===== config.mk =====
export PLATFORM = sky130hd
export DESIGN_NAME = qslerp_div_cell
export DESIGN_NICKNAME = d
export VERILOG_FILES = /design/src/rtl/quaternion_slerp_macros.svh /design/src/rtl/qslerp_pkg.sv /design/src/rtl/qslerp_div_cell.sv
export SDC_FILE = /design/constraint.sdc
export NUM_CORES = 1
export LEC_CHECK = 0
export BUFFER_PORTS_ARGS = -buffer_cell sky130_fd_sc_hd__buf_2
export CAP_MARGIN = 25
export CORE_MARGIN = 5
export CORE_UTILIZATION = 46
export CTS_BUF_LIST = sky130_fd_sc_hd__clkbuf_4
export DETAILED_ROUTE_END_ITERATION = 8
export PLACE_DENSITY = 0.79
export SETUP_SLACK_MARGIN = 0.15
export SLEW_MARGIN = 5
export SYNTH_ARGS = -nofsm -noshare
export SYNTH_HDL_FRONTEND = slang
export SYNTH_SLANG_ARGS = --single-unit

===== constraint.sdc =====
create_clock -name clk -period 3.9 [get_ports clk]
set_input_delay 1.17 -clock clk [delete_from_list [all_inputs] [get_ports clk]]
set_output_delay 1.17 -clock clk [all_outputs]
set_load 0.05 [all_outputs]

===== src/rtl/quaternion_slerp_macros.svh =====
// ----------------------------------------------------------------------------
// Quaternion slerp assertion macros
// Shared property wrappers; compiled out when NO_ASSERTIONS is defined.
// ----------------------------------------------------------------------------
`ifndef QUATERNION_SLERP_MACROS_SVH
`define QUATERNION_SLERP_MACROS_SVH

`ifndef NO_ASSERTIONS
`define QS_ASSERT_ALWAYS(lbl, cond) \
    lbl: assert property (@(posedge clk) disable iff (!rst_n) (cond)) \
        else $error("quaternion_slerp: invariant violated");
`define QS_ASSERT_NEXT(lbl, ante, cons) \
    lbl: assert property (@(posedge clk) disable iff (!rst_n) (ante) |=> (cons)) \
        else $error("quaternion_slerp: sequence violated");
`else
`define QS_ASSERT_ALWAYS(lbl, cond)
`define QS_ASSERT_NEXT(lbl, ante, cons)
`endif

`endif


===== src/rtl/qslerp_pkg.sv =====
// ----------------------------------------------------------------------------
// Quaternion slerp package
// Widths, constants, CORDIC angle table and the item and cell types.
// ----------------------------------------------------------------------------
package qslerp_pkg;

    localparam int COMP_W       = 16;
    localparam int WEIGHT_W     = 16;
    localparam int THR_W        = 29;
    localparam int CORDIC_STEPS = 16;
    localparam int SQRT_STEPS   = 29;
    localparam int SQRT_W       = 58;
    localparam int DIV_STEPS    = 32;
    localparam int DIV_W        = 61;
    localparam int CRD_W        = 36;

    localparam logic [THR_W-1:0]        THR_RESET   = 29'd268435188;
    localparam logic [WEIGHT_W-1:0]     WEIGHT_ONE  = 16'd32768;
    localparam logic signed [CRD_W-1:0] CORDIC_KINV = 36'sd652032874;

    // atan(2^-i) in Q.30 radians
    localparam logic [31:0] ATAN_Q30 [32] = '{
        32'h3243F6A8, 32'h1DAC6705, 32'h0FADBAFC, 32'h07F56EA6, 32'h03FEAB76,
        32'h01FFD55B, 32'h00FFFAAA, 32'h007FFF55, 32'h003FFFEA, 32'h001FFFFD,
        32'h000FFFFF, 32'h0007FFFF, 32'h0003FFFF, 32'h0001FFFF, 32'h0000FFFF,
        32'h00007FFF, 32'h00003FFF, 32'h00001FFF, 32'h00000FFF, 32'h000007FF,
        32'h000003FF, 32'h000001FF, 32'h000000FF, 32'h0000007F, 32'h0000003F,
        32'h0000001F, 32'h0000000F, 32'h00000008, 32'h00000004, 32'h00000002,
        32'h00000001, 32'h00000000
    };

    typedef logic signed [COMP_W-1:0] comp_t;

    typedef struct packed {
        comp_t               a_x;
        comp_t               a_y;
        comp_t               a_z;
        comp_t               a_w;
        comp_t               b_x;
        comp_t               b_y;
        comp_t               b_z;
        comp_t               b_w;
        logic [WEIGHT_W-1:0] weight;
    } in_t;

    typedef struct packed {
        comp_t r_x;
        comp_t r_y;
        comp_t r_z;
        comp_t r_w;
    } out_t;

    typedef struct packed {
        logic [SQRT_W-1:0] rem;
        logic [SQRT_W-1:0] root;
        logic [SQRT_W-1:0] bitv;
    } sqrt_t;

    typedef struct packed {
        logic signed [CRD_W-1:0] x;
        logic signed [CRD_W-1:0] y;
        logic signed [CRD_W-1:0] z;
    } cordic_t;

    typedef struct packed {
        logic                 ovf;
        logic [DIV_W-1:0]     rem;
        logic [DIV_W-1:0]     dsh;
        logic [DIV_STEPS-1:0] quo;
    } div_t;

endpackage


===== src/rtl/qslerp_div_cell.sv =====
// ----------------------------------------------------------------------------
// Divider cell
// One quotient bit of a restoring division, registered.
// ----------------------------------------------------------------------------
module qslerp_div_cell (
    input  logic             clk,
    input  qslerp_pkg::div_t cell_in,
    output qslerp_pkg::div_t cell_out
);

    qslerp_pkg::div_t cell_next;
    qslerp_pkg::div_t cell_reg;

    always_comb
    begin
        cell_next.ovf = cell_in.ovf;
        cell_next.dsh = cell_in.dsh >> 1;
        if (cell_in.rem >= cell_in.dsh)
        begin
            cell_next.rem = cell_in.rem - cell_in.dsh;
            cell_next.quo = {cell_in.quo[qslerp_pkg::DIV_STEPS-2:0], 1'b1};
        end
        else
        begin
            cell_next.rem = cell_in.rem;
            cell_next.quo = {cell_in.quo[qslerp_pkg::DIV_STEPS-2:0], 1'b0};
        end
    end

    always_ff @(posedge clk)
    begin
        cell_reg <= cell_next;
    end

    assign cell_out = cell_reg;

endmodule


==> results.toml <==
[detailed_routing]
routed_wl_mm = 23.4
drt_iter0_drc = 481
vias_per_cell = 5.11
drtPass1Iterations = 5
wl_per_cell_microns = 15.6
drc = 0
ant_nets = 0
vias = 7673

[setup_path]
slowest_stage = "fa_1"
slowest_delay_ps = 430
arrival_ps = 4140
required_ps = 4390
crit_chain = "buf_2 -> ha_1 -> fa_1 -> nor2b_1 -> o31a_1 -> o31ai_2 -> a211oi_2 -> o32ai_2 -> buf_4 -> o21ai_1 -> a31oi_2 -> o41ai_2 -> xor2_1 -> mux2_4"
crit_family = "compound AO/OA/AOI/OAI gates"
cp.buffers_inverters = 2
end_kind = "flop"
worstPathMaxFanout = 4
startpoint_type = "input port"
setup.worst_path.class = "input port to flop"

[cells_and_area]
fillers = 1463
fin_util_pct = 63.0
multiInputGateArea_sq_mm = 0.00423
layout.nets = 1482
drive_gt1_share_pct = 36.9
largest_register_ffs = 154
ff_latch_area_sq_mm = 0.00308
area_growth_pct = 34.4

[floorplan]
dieHeight_microns = 140
initial_utilization_pct = 46.9
io_pins = 311
die_x_microns = 140
fp-row-count = 47
dieArea_sq_mm = 0.0196
fp.coreArea_sq_mm = 0.0166

[yosys]
yosysTopAreaCell = "dfxtp_1"
synthCells = 891
synth_compound_area_share_pct = 20.5
synth_fa_ha_area_share_pct = 10.1
yosysUniqueCellTypes = 61
syn_avg_cell_area_sq_um = 8.72
ys_seq_area_share_pct = 39.7
synthSimpleGateAreaFrac_pct = 13.2
synth_top_area_share_pct = 39.7
yosys_warnings = 0
synth_flop_cell = "dfxtp_1"
synth-edff-count = 0
ys_async_sr_fraction_pct = 0
synth_xor_area_share_pct = 6.42
synth_top_family_by_area = "compound AO/OA/AOI/OAI gates"
synthMuxAreaShare_pct = 3.48
ys_ff_latch = 154
synth_area_leaders = "dfxtp_1 40%, ha_1 9.8%, a21oi_1 7.4%"
synth_nets = 1109
syn-cell-area_sq_mm = 0.00777

[placed_design]
hpwl_mm = 19.3
io_buffers = 308
gp_congestion = 0.882

[clock_network]
ctsLongestPathBuffers = 2
h-tree-depth = 4
cts_made_buffers = 17
cts-root-buf = "clkbuf_4"
cts_sinks = 154
cts_tree = "built"
clkSlewWorstSetupHoldPaths_ps = 170
postCtsSetupBuffers = 0

[timing]
grt_setup_unrepaired = "yes"
maxSlewViolCount = 0
finalSetupViolations = 0
period_needed_ps = 3660
fmax_mhz = 274
fin_crit_sh_pct = 93.7
hold_viol = 0

[global_routing]
grt.total_usage_pct = 23.0
antenna_found_initial = 4
grt_start_max_net_pins = 22
overflow = 0
grt_pass1_wl_mm = 37.0
grt_pass1_vias = 7708

[power_and_ir_drop]
total_power_uw = 4660
power.density_mw_per_mm2 = 446
peakVddDrop_v = 0.000210
leakage_uw = 0.00535

[hold_path]
hp-start = "cell_in[16]"
hold_depth = 1
hold_end = "cell_out[17]$_DFF_P_"
hp-class = "input port to flop"

[outcome]
status = "completed"

[job]
cap_violations = 0
[layout make-up]
class | instances | share of cell area, %
diodes | 4 | 0.0958
clock inverters | 15 | 1.65
clock buffers | 17 | 1.22
inverters | 76 | 2.73
well taps | 220 | 2.63
multi-input cells | 615 | 40.4
repair buffers | 400 | 21.7
flip-flops and latches | 154 | 29.5
[what timing repair did]
action                                  4_1_cts  5_1_grt
hold buffers                                  0        0
gates resized for setup                       0        3
endpoints found under the setup margin        0        3
[per-stage QoR]
step | std cells | setup TNS [ps] | setup slack [ps] | instance area, sq um | hold slack (ps)
2_1_floorplan | 891 | 0 | 163 | 7800 | 1200
4_1_cts | 1497 | 0 | 269 | 10400 | 606
5_1_grt | 1500 | 0 | 121 | 10400 | 607
3_3_place_gp | 1465 | -14230 | -362 | 10100 | 1270
3_5_place_dp | 1465 | -13540 | -411 | 10100 | 1270
6_report | 1501 | 0 | 244 | 10500 | 663
[cell families after synthesis]
| logic type | after synthesis |
|---|---|
| AO/OA/AOI/OAI | 257 |
| XOR/XNOR | 57 |
| adder cells (fa/ha/maj) | 62 |
| buffers and inverters | 122 |
| flip-flops | 154 |
| multiplexers | 18 |
| other | 1 |
| AND/OR/NAND/NOR | 220 |
[power breakdown]
part           internal [uW]  total, uW  switching (uW)
Clock                    300       1000             701
Combinational            637       1880            1250
Sequential              1740       1780            38.6
Total                   2680       4660            1990
[cells in the mapped netlist, drive strengths merged (2+ instances only)]
library cell and count:
nor2b 4, o31ai 4, o21a 6, o21ai 34, or2 3, o21bai 17, o41ai 3, nor4 3
clkbuf 31, xnor2 25, a211o 3, a21oi 117, buf 15, a31oi 11, inv 76, a21o 36
nand3 15, dfxtp 154, nand2b 5, xor2 32, o211ai 6, nor3 7, o31a 2, a211oi 4
or3 4, ha 61, o22ai 2, and2 4, mux2 18, nor2 86, nand4 25, and3 5
nand2 52, a221oi 2, and4 2, a221o 2
[layer usage]
layer | GRT usage [%] | part of all wire (%) | routed length (microns)
met1 | 27.7 | 42 | 9730
met3 | 4.94 | 6.9 | 1620
met4 | 8.72 | 2.5 | 589
met2 | 40.3 | 49 | 11500
met5 | 0 | 0.047 | 11
[placed cells by master, fill, tap and decap left out, drive strengths merged, types with 15 or more instances in the layout]
cell	Yosys	layout
o21bai	17	17
xnor2	25	25
nand3	15	15
a21oi	117	117
inv	76	83
nand2	52	52
dfxtp	154	154
a21o	36	36
nand4	25	25
ha	61	61
buf	15	400
mux2	18	18
o21ai	34	34
xor2	32	32
clkbuf	31	17
nor2	86	86
[how the worst max path moves through the flow]
stage          depth (start not counted)                    end         from
5_1_grt                               14  cell_out[151]$_DFF_P_  cell_in[32]
6_report                              14  cell_out[151]$_DFF_P_  cell_in[32]
4_1_cts                               14  cell_out[151]$_DFF_P_  cell_in[32]
3_5_place_dp                          14  cell_out[151]$_DFF_P_  cell_in[32]
2_1_floorplan                         14  cell_out[116]$_DFF_P_  cell_in[39]
3_3_place_gp                          14  cell_out[151]$_DFF_P_  cell_in[32]
No activity file was read; power rests on OpenSTA's default activity.
