### config.mk
export PLATFORM = sky130hd
export DESIGN_NAME = qslerp_sqrt_cell
export DESIGN_NICKNAME = d
export VERILOG_FILES = /design/src/rtl/quaternion_slerp_macros.svh /design/src/rtl/qslerp_pkg.sv /design/src/rtl/qslerp_sqrt_cell.sv
export SDC_FILE = /design/constraint.sdc
export NUM_CORES = 1
export LEC_CHECK = 0
export BUFFER_PORTS_ARGS = -buffer_cell sky130_fd_sc_hd__buf_4
export CORE_ASPECT_RATIO = 1.4
export CORE_MARGIN = 2
export CORE_UTILIZATION = 50
export CTS_CLUSTER_DIAMETER = 40
export DETAILED_ROUTE_END_ITERATION = 8
export PLACE_DENSITY = 0.73
export SLEW_MARGIN = 20
export SYNTH_ARGS = -nofsm -noshare
export SYNTH_HDL_FRONTEND = slang
export SYNTH_SLANG_ARGS = --single-unit
### constraint.sdc
create_clock -name clk -period 7.34 [get_ports clk]
set_input_delay 0.734 -clock clk [delete_from_list [all_inputs] [get_ports clk]]
set_output_delay 0.734 -clock clk [all_outputs]
set_load 0.05 [all_outputs]
### src/rtl/quaternion_slerp_macros.svh
// ----------------------------------------------------------------------------
// Quaternion slerp assertion macros
// Shared property wrappers; compiled out when NO_ASSERTIONS is defined.
// ----------------------------------------------------------------------------
`ifndef QUATERNION_SLERP_MACROS_SVH
`define QUATERNION_SLERP_MACROS_SVH

`ifndef NO_ASSERTIONS
`define QS_ASSERT_ALWAYS(lbl, cond) \
    lbl: assert property (@(posedge clk) disable iff (!rst_n) (cond)) \
        else $error("quaternion_slerp: invariant violated");
`define QS_ASSERT_NEXT(lbl, ante, cons) \
    lbl: assert property (@(posedge clk) disable iff (!rst_n) (ante) |=> (cons)) \
        else $error("quaternion_slerp: sequence violated");
`else
`define QS_ASSERT_ALWAYS(lbl, cond)
`define QS_ASSERT_NEXT(lbl, ante, cons)
`endif

`endif

### src/rtl/qslerp_pkg.sv
// ----------------------------------------------------------------------------
// Quaternion slerp package
// Widths, constants, CORDIC angle table and the item and cell types.
// ----------------------------------------------------------------------------
package qslerp_pkg;

    localparam int COMP_W       = 16;
    localparam int WEIGHT_W     = 16;
    localparam int THR_W        = 29;
    localparam int CORDIC_STEPS = 16;
    localparam int SQRT_STEPS   = 29;
    localparam int SQRT_W       = 58;
    localparam int DIV_STEPS    = 32;
    localparam int DIV_W        = 61;
    localparam int CRD_W        = 36;

    localparam logic [THR_W-1:0]        THR_RESET   = 29'd268435188;
    localparam logic [WEIGHT_W-1:0]     WEIGHT_ONE  = 16'd32768;
    localparam logic signed [CRD_W-1:0] CORDIC_KINV = 36'sd652032874;

    // atan(2^-i) in Q.30 radians
    localparam logic [31:0] ATAN_Q30 [32] = '{
        32'h3243F6A8, 32'h1DAC6705, 32'h0FADBAFC, 32'h07F56EA6, 32'h03FEAB76,
        32'h01FFD55B, 32'h00FFFAAA, 32'h007FFF55, 32'h003FFFEA, 32'h001FFFFD,
        32'h000FFFFF, 32'h0007FFFF, 32'h0003FFFF, 32'h0001FFFF, 32'h0000FFFF,
        32'h00007FFF, 32'h00003FFF, 32'h00001FFF, 32'h00000FFF, 32'h000007FF,
        32'h000003FF, 32'h000001FF, 32'h000000FF, 32'h0000007F, 32'h0000003F,
        32'h0000001F, 32'h0000000F, 32'h00000008, 32'h00000004, 32'h00000002,
        32'h00000001, 32'h00000000
    };

    typedef logic signed [COMP_W-1:0] comp_t;

    typedef struct packed {
        comp_t               a_x;
        comp_t               a_y;
        comp_t               a_z;
        comp_t               a_w;
        comp_t               b_x;
        comp_t               b_y;
        comp_t               b_z;
        comp_t               b_w;
        logic [WEIGHT_W-1:0] weight;
    } in_t;

    typedef struct packed {
        comp_t r_x;
        comp_t r_y;
        comp_t r_z;
        comp_t r_w;
    } out_t;

    typedef struct packed {
        logic [SQRT_W-1:0] rem;
        logic [SQRT_W-1:0] root;
        logic [SQRT_W-1:0] bitv;
    } sqrt_t;

    typedef struct packed {
        logic signed [CRD_W-1:0] x;
        logic signed [CRD_W-1:0] y;
        logic signed [CRD_W-1:0] z;
    } cordic_t;

    typedef struct packed {
        logic                 ovf;
        logic [DIV_W-1:0]     rem;
        logic [DIV_W-1:0]     dsh;
        logic [DIV_STEPS-1:0] quo;
    } div_t;

endpackage

### src/rtl/qslerp_sqrt_cell.sv
// ----------------------------------------------------------------------------
// Square root cell
// One digit of a restoring integer square root, registered.
// ----------------------------------------------------------------------------
module qslerp_sqrt_cell (
    input  logic              clk,
    input  qslerp_pkg::sqrt_t cell_in,
    output qslerp_pkg::sqrt_t cell_out
);

    logic [qslerp_pkg::SQRT_W-1:0] trial;
    qslerp_pkg::sqrt_t             cell_next;
    qslerp_pkg::sqrt_t             cell_reg;

    always_comb
    begin
        trial          = cell_in.root + cell_in.bitv;
        cell_next.bitv = cell_in.bitv >> 2;
        if (cell_in.rem >= trial)
        begin
            cell_next.rem  = cell_in.rem - trial;
            cell_next.root = (cell_in.root >> 1) + cell_in.bitv;
        end
        else
        begin
            cell_next.rem  = cell_in.rem;
            cell_next.root = cell_in.root >> 1;
        end
    end

    always_ff @(posedge clk)
    begin
        cell_reg <= cell_next;
    end

    assign cell_out = cell_reg;

endmodule

==> results of run 1 <==
## kinds of logic after synthesis
kind of cell    share of synthesized area (%)
compound gates                           29.6
mux                                     0.753
simple gates                             17.1
xor+xnor                                 9.64
flops                                    23.6
fa+ha+maj                                15.1
other cells                            0.0256
buf+inv                                  4.15
## critical path, delay by kind of cell
family / cells / cell delay (ps)
xor+xnor: 1 / 170
simple gates: 6 / 1140
fa+ha+maj: 2 / 780
compound gates: 13 / 3030
buf+inv: 3 / 900
## cell usage after synthesis (all sizes together) (12+ instances only)
master	n
nor3	23
clkbuf	59
o21bai	33
nand4	48
buf	23
a31oi	18
nor2	88
o211ai	16
and3	18
a211oi	12
xnor2	84
nor2b	21
ha	172
dfxtp	172
o21ai	214
a21oi	224
o21a	22
inv	50
nand2	247
xor2	77
nand3	31
nand2b	17
a21o	97
## through the flow
stage | utilization (%) | std cells
after floorplan | - | 1898
after global routing | 61.9 | 2581
after global placement | 59.8 | 2546
after detailed placement | 59.8 | 2546
final | 61.9 | 2581
after CTS | 61.8 | 2578
## power groups by stage
stage | clock [mW] | combinational (mW) | sequential (mW)
floorplan | 0 | 1.49 | 2.24
global placement | 0 | 3.33 | 1.30
detailed placement | 0 | 3.35 | 1.30
CTS | 0.947 | 3.36 | 1.28
global route | 0.977 | 3.61 | 1.30
finish | 0.935 | 3.38 | 1.28
## worst max path at each step
| stage | end | slack, ps | cells after the start | start |
|---|---|---|---|---|
| floorplan | cell_out[117] | 1670 | 24 | cell_in[28] |
| global placement | cell_out[94] | 760 | 24 | cell_in[28] |
| detailed placement | cell_out[81] | 530 | 25 | cell_in[12] |
| CTS | cell_out[81] | 1020 | 25 | cell_in[12] |
| global route | cell_out[87] | 430 | 25 | cell_in[12] |
| finish | cell_out[81] | 900 | 25 | cell_in[11] |
## area by class of cell
| class | instances | area, um2 |
|---|---|---|
| Inverter | 50 | 188 |
| Antenna cell | 3 | 7.51 |
| Tap cell | 380 | 475 |
| Clock buffer | 20 | 447 |
| Clock inverter | 12 | 139 |
| Multi-Input combinational cell | 1594 | 10600 |
| Fill cell | 2730 | 11100 |
| Sequential cell | 172 | 3440 |
| Timing Repair Buffer | 350 | 2650 |
## layer usage
| metal | wire (um) | up-vias | share of wire, % |
|---|---|---|---|
| li1 | - | 7472 | - |
| met1 | 21200 | 6924 | 44 |
| met2 | 22700 | 544 | 47 |
| met3 | 2980 | 72 | 6.2 |
| met4 | 1430 | 0 | 3.0 |
| met5 | 0 | - | 0 |
==> run metrics, run 1 <==
status complete, no violations; Final Hold Viols 0; GR peak layer met2; max_slew headroom 21.8%; cell area after synthesis 14600 um2; die area 30600 um2; Internal 2.83 mW; ys flop type dfxtp_1; Clock Power Share 16.7%; routability congestion estimate 0.966; initial core utilization 50.4%; Hold Path Class in -> reg; critical path fanouts, max 114; Critical Path Start Type input pin; remaining global-route overflow 0; die height 206 um; DR vias/cell 5.82; Ports 349; WL/cell 18.7 um; clock slew at reported path FFs 70 ps; HPWL Detailed 39.5 mm; CTS Root Cell clkbuf_16; most frequent cells in the layout 348 x buf_4, 247 x nand2_1, 224 x a21oi_1; Buffers on Ports 346; Synth area leader dfxtp_1; residual DRC count 0; Max Clock Freq 155 MHz; Comb power frac 60.4%; Syn Area/Cell 7.71 um2; crit-path max cell delay 420 ps; Cells after Synth 1897; ANT nets after route 0; Die W 149 um; largest net degree at the start of global routing 115; RSZ-0062 raised after global routing no; share of layout cells above drive strength 1 18.6%; setup tns final 0 ps; Min-Delay Startpoint cell_in[29]; Max IR drop VDD 0.181 mV; Arr. time, crit path 6840 ps; initial antenna violation count 3; # rows 74; WHS Path Cells 1; switch share 49.4%; vias in the first global route 14400; hold_buf cts 0; Worst Setup End Kind flop; Final Setup Violations 0; Seq/Total Area, Yosys 23.6%; Resized cells post-CTS 0; fin area 17900 um2; core area 29000 um2; routed vias 15000; M1 GR Usage 39.8%; largest cells by area after synthesis dfxtp_1 24%, ha_1 15%, a21oi_1 7.7%; starting DRC count in detailed routing 1078; power density cells 312 nW/um2; clk buf depth 2; clock sink total 172; Clock H-tree levels 4; Yosys top cell area share 23.6%; commonest non-fill, non-tap cell in the layout buf_4; postcts setup bufs 0; Slew Limit Fails 0; Nets 2535; TritonRoute pass-1 iters 6; Fin Hold WS 386 ps; CTS tree built; YS warnings 0; global-route wire length before repair 74.5 mm; Critical Path Slowest Stage Cell a311o_1; GRT Total Usage 30.7%; max cap viols 0; critical path required time 7740 ps; final setup margin 901 ps; Tmin final 6440 ps; M2 GR Usage 51.7%; GR Util met3 4.83%; placed inst area 17300 um2; synthesis-to-finish area growth 22.6%; Leak 8.39 nW; kind of critical path in -> reg; Worst Tran Pin Value 1140 ps; Total Routed Length 48.3 mm; switching pwr 2.76 mW; Synth cell types 70; CTS Buf Count 17; pre-CTS WS 533 ps; EDFF count, synth 0; final cycle utilization of the critical path 87.7%; Sequential Power Share 22.9%; max reg flops 172; Hold Path Sink cell_out[27]; FF+latch count, synth 172; Tot Pwr 5.59 mW; Async SR Flop Fraction 0%
Note: power is estimated with default switching activity, not from simulation.
==> run 2: changes to the inputs <==
--- a/config.mk
+++ b/config.mk
@@ -7,7 +7,6 @@
 export LEC_CHECK = 0
 export BUFFER_PORTS_ARGS = -buffer_cell sky130_fd_sc_hd__buf_4
 export CORE_ASPECT_RATIO = 1.4
-export CORE_MARGIN = 2
 export CORE_UTILIZATION = 50
 export CTS_CLUSTER_DIAMETER = 40
 export DETAILED_ROUTE_END_ITERATION = 8
==> run 2 against run 1 <==
  * Sequential power barely moved
  * Clock power fell by 4.0%
  * Non-clock buffer count rose by 1
  * Critical path depth fell by 1
  * First-iteration DRC count fell by 3.6%
  * Combinational power barely moved
==> run metrics, run 2 (synthesis gave the netlist of run 1 again) <==
GRT Total Usage 31.6% (+0.89 points); Slew Limit Fails 0 (unchanged); RSZ-0062 raised after global routing no; Max IR drop VDD 0.220 mV (+21%); Arr. time, crit path 6800 ps (-40 ps); Ports 349 (unchanged); fin util 62.6% (+0.75 points); critical path required time 7660 ps (-80 ps); Internal 2.83 mW (about the same); initial core utilization 51.1% (+0.69 points); max reg flops 172 (unchanged); CP Cell Sequence buf_4 > ha_1 > and4_1 > nand2_1 > nor4_1 > o211ai_1 > a311o_1 > a31oi_1 > a31oi_1 > o221ai_2 > a21oi_1 > xor2_1 > ha_1 > a21o_1 > a21o_1 > a21oi_1 > nor2_1 > o21a_1 > o311ai_0 > nand3_1 > a31oi_4 > buf_12 > buf_4 > o21ai_0; setup tns final 0 ps (unchanged); max_slew headroom 39.1% (+17 points); residual DRC count 0 (unchanged); clock sink total 172 (unchanged); TritonRoute pass-1 iters 5 (-1); non-filler instance count after layout 2574 (-0.27%); commonest non-fill, non-tap cell in the layout buf_4; Critical Path Start Type input pin; vias in the first global route 14400 (-0.28%); Total Routed Length 48.2 mm (-0.27%); ANT nets after route 0 (unchanged); largest net degree at the start of global routing 84 (-27%); share of layout cells above drive strength 1 18.5% (-0.12 points); Clock H-tree levels 4 (unchanged); max cap viols 0 (unchanged); Worst Tran Pin Value 911 ps (-233 ps); Comb power frac 60.8% (+0.4 points); most frequent cells in the layout 349 x buf_4, 247 x nand2_1, 224 x a21oi_1; Final Hold Viols 0 (unchanged); routed vias 15200 (+1.4%); placed cells 2542 (-0.16%); core area 28600 um2 (-1.4%); CTS Root Cell clkbuf_16; critical path startpoint cell_in[11]; HPWL Detailed 39.9 mm (+0.95%); # rows 73 (-1.4%); Sequential Power Share 23.1% (+0.2 points); Final Setup Violations 0 (unchanged); Clock Power Share 16.1% (-0.6 points); Resized cells post-CTS 0 (unchanged); switching pwr 2.73 mW (-1.1%); routability congestion estimate 0.932 (-3.5%); die area 29900 um2 (-2.3%); pre-CTS WS 564 ps (+30.8 ps); switch share 49.1% (-0.28 points); Nets 2536 (+0.039%); kind of critical path in -> reg; final setup margin 864 ps (-37.0 ps); status complete, no violations; clock slew at reported path FFs 70 ps (about the same); Critical path destination cell_out[70]; Worst Setup End Kind flop; postcts setup bufs 0 (unchanged); die height 204 um (-0.97%); synthesis-to-finish area growth 22.4%; CTS tree built; Die W 147 um (-1.3%); final cycle utilization of the critical path 88.2% (+0.50 points); Critical Path Slowest Stage Cell a311o_1; initial antenna violation count 3 (unchanged); hold_buf cts 0 (unchanged); critical path fanouts, max 69 (-39%); global-route wire length before repair 74.3 mm (-0.20%); Max Clock Freq 154 MHz (-0.57%); CTS Buf Count 17 (unchanged); Tmin final 6480 ps (+37.0 ps); # fillers 2594 (-5.0%); remaining global-route overflow 0 (unchanged); clk buf depth 2 (unchanged); Buffers on Ports 346 (unchanged); DR vias/cell 5.91 (+1.6%); Leak 8.38 nW (-0.11%); starting DRC count in detailed routing 1039 (-3.6%); crit-path max cell delay 430 ps (about the same); WL/cell 18.7 um (about the same); Hold Path Class in -> reg; Tot Pwr 5.57 mW (-0.49%); power density cells 311 nW/um2 (-0.34%)
==> run 2: final cells by class <==
class / instances / area, um2 / area share, %
multi-input cells: 1594 / 10600 / 59.1
flip-flops and latches: 172 / 3440 / 19.2
repair buffers: 351 / 2660 / 14.9
well taps: 375 / 469 / 2.62
clock buffers: 22 / 464 / 2.59
inverters: 50 / 188 / 1.05
clock inverters: 7 / 91.3 / 0.510
diodes: 3 / 7.51 / 0.0419
==> run 2: power by group through the flow <==
stage          clock (mW)  sequential [mW]  combinational (mW)
3_5_place_dp            0             1.31                3.35
2_1_floorplan           0             2.24                1.49
4_1_cts             0.913             1.29                3.36
5_1_grt             0.948             1.31                3.61
6_report            0.898             1.29                3.38
3_3_place_gp            0             1.30                3.34
==> run 2: worst min-delay path by stage <==
| stage | slack, ps | from | to | depth (start not counted) |
|---|---|---|---|---|
| final | 390 | cell_in[28] | cell_out[26] | 1 |
| after global routing | 390 | cell_in[29] | cell_out[27] | 1 |
| after floorplan | 760 | cell_in[2] | cell_out[0] | 0 |
| after detailed placement | 870 | cell_in[14] | cell_out[12] | 1 |
| after CTS | 380 | cell_in[29] | cell_out[27] | 1 |
| after global placement | 860 | cell_in[28] | cell_out[26] | 1 |
==> run 2: worst max-delay path, delay by kind of cell <==
kind / cells / cell delay, ps
XOR/XNOR: 1 / 230
buffers and inverters: 3 / 800
adder cells (fa/ha/maj): 2 / 730
AO/OA/AOI/OAI: 13 / 3120
AND/OR/NAND/NOR: 5 / 1110
==> run 2: metrics by stage <==
step	hold WS (ps)	cell area, um2
2_1_floorplan	762	14600
3_3_place_gp	864	17300
3_5_place_dp	866	17300
4_1_cts	375	17900
5_1_grt	389	17900
6_report	390	17900
==> run 2: layer usage <==
metal / up-vias / GRT usage, % / routed length [um]
li1: 7470 / - / -
met2: 610 / 51.8 / 22400
met5: - / 0 / 0
met4: 0 / 17.1 / 2060
met1: 7035 / 39.5 / 20600
met3: 100 / 4.98 / 3110
==> run 3: changes to the inputs <==
--- a/config.mk
+++ b/config.mk
@@ -6,11 +6,13 @@
 export NUM_CORES = 1
 export LEC_CHECK = 0
 export BUFFER_PORTS_ARGS = -buffer_cell sky130_fd_sc_hd__buf_4
+export CELL_PAD_IN_SITES_DETAIL_PLACEMENT = 0
+export CELL_PAD_IN_SITES_GLOBAL_PLACEMENT = 2
 export CORE_ASPECT_RATIO = 1.4
-export CORE_UTILIZATION = 50
+export CORE_UTILIZATION = 31
 export CTS_CLUSTER_DIAMETER = 40
 export DETAILED_ROUTE_END_ITERATION = 8
-export PLACE_DENSITY = 0.73
+export PLACE_DENSITY = 0.79
 export SLEW_MARGIN = 20
 export SYNTH_ARGS = -nofsm -noshare
 export SYNTH_HDL_FRONTEND = slang
==> run 3 against run 2 <==
  * Wire length up 13%
  * Hold slack lost 6.8 ps
  * Die area up 60%
  * Final cell count increased by 10%
  * Combinational power rose by 2%
  * Critical endpoint is now cell_out[100]
  * Sequential power hardly changed
==> run metrics, run 3 (synthesis gave the netlist of run 1 again) <==
DR vias/cell 5.21 (-12%); placed cells 2799 (+10%); ANT nets after route 0 (unchanged); global-route wire length before repair 82.5 mm (+11%); remaining global-route overflow 0 (unchanged); Min-Delay Startpoint cell_in[12]; die height 259 um (+27%); Die W 186 um (+27%); RSZ-0062 raised after global routing no; status complete, no violations; Fin Hold WS 383 ps (-6.85 ps); final cycle utilization of the critical path 83.7% (-4.5 points); Multi-input gate area 10600 um2 (about the same); initial antenna violation count 1 (-2); Slew Limit Fails 0 (unchanged); Clock H-tree levels 4 (unchanged); HPWL Detailed 45.9 mm (+15%); routed vias 14800 (-3.0%); Hold Path Class in -> reg; Tmin final 6150 ps (-330 ps); starting DRC count in detailed routing 811 (-22%); Final Hold Viols 0 (unchanged); most frequent cells in the layout 362 x buf_4, 247 x nand2_1, 224 x a21oi_1; die area 48000 um2 (+60%); Resized cells post-CTS 0 (unchanged); routability congestion estimate 0.875 (-6.1%); max cap viols 0 (unchanged); setup tns final 0 ps (unchanged); Worst Setup End Kind flop; Ports 349 (unchanged); Critical Path Slowest Stage Cell a31oi_4; Max Clock Freq 163 MHz (+5.4%); commonest non-fill, non-tap cell in the layout buf_4; WL/cell 19.2 um (+2.4%); CTS Root Cell clkbuf_16; max_slew headroom 42.3% (+3.2 points); kind of critical path in -> reg; register area 3440 um2 (unchanged); non-filler instance count after layout 2833 (+10%); GRT Total Usage 22.5% (-9.0 points); Nets 2552 (+0.63%); vias in the first global route 14500 (+0.99%); CTS tree built; Max IR drop VDD 0.175 mV (-20%); # rows 93 (+27%); clock sink total 172 (unchanged); residual DRC count 0 (unchanged); core area 46300 um2 (+62%); critical path startpoint cell_in[11]; # fillers 4913 (+89%); max reg flops 172 (unchanged); power density cells 309 nW/um2 (-0.66%); hold_buf cts 0 (unchanged); Buffers on Ports 346 (unchanged); clock slew at reported path FFs 70 ps (about the same); critical path required time 7720 ps (+60 ps); largest net degree at the start of global routing 41 (-51%); crit-path max cell delay 550 ps (+120 ps); share of layout cells above drive strength 1 19.2% (+0.74 points); initial core utilization 31.6% (-20 points); synthesis-to-finish area growth 25.7%; postcts setup bufs 0 (unchanged); Worst Tran Pin Value 861 ps (-49.8 ps); Critical Path Start Type input pin; TritonRoute pass-1 iters 5 (unchanged); Final Setup Violations 0 (unchanged); CTS Buf Count 17 (unchanged); Arr. time, crit path 6520 ps (-280 ps); Total Routed Length 54.3 mm (+13%); clk buf depth 2 (unchanged); critical path fanouts, max 40 (-42%); Leak 8.47 nW (+0.99%)
## run 3: final timing paths
kind	end	slack [ps]	depth (start not counted)
worst max-delay path	cell_out[100]	1190	25
worst min-delay path	cell_out[10]	380	1
## run 3: routing by layer
layer	global-route usage, %	wire (um)
met1	29.2	24800
met3	2.99	2040
met4	7.81	1380
met5	0	0
met2	38.0	26100
## run 3: power breakdown
| part | internal [mW] | leakage [nW] | total [mW] | switching, mW |
|---|---|---|---|---|
| Sequential | 1.20 | 1.45 | 1.29 | 0.0901 |
| Combinational | 1.16 | 6.76 | 3.46 | 2.30 |
| Clock | 0.488 | 0.259 | 0.922 | 0.434 |
## run 3: layout make-up
cell class	count	share of cell area (%)
multi-input combinational	1594	57.5
sequential	172	18.7
timing repair buffer	367	15.4
tap	617	4.20
clock buffer	21	2.51
inverter	50	1.02
clock inverter	11	0.599
antenna	1	0.0136
## run 3: stage by stage
stage	util [%]	cell area [um2]	total power [mW]	setup slack, ps
floorplan	-	14600	3.73	1670
global placement	38.4	17800	4.77	413
detailed placement	38.4	17800	4.77	337
CTS	39.6	18300	5.72	845
global route	39.7	18400	6.02	659
finish	39.7	18400	5.68	1190
## run 3: worst max-delay path: cells and delay by family
| family | cells | cell delay, ps |
|---|---|---|
| fa+ha+maj | 2 | 720 |
| buf+inv | 3 | 600 |
| xor+xnor | 1 | 210 |
| compound gates | 14 | 3410 |
| simple gates | 5 | 800 |
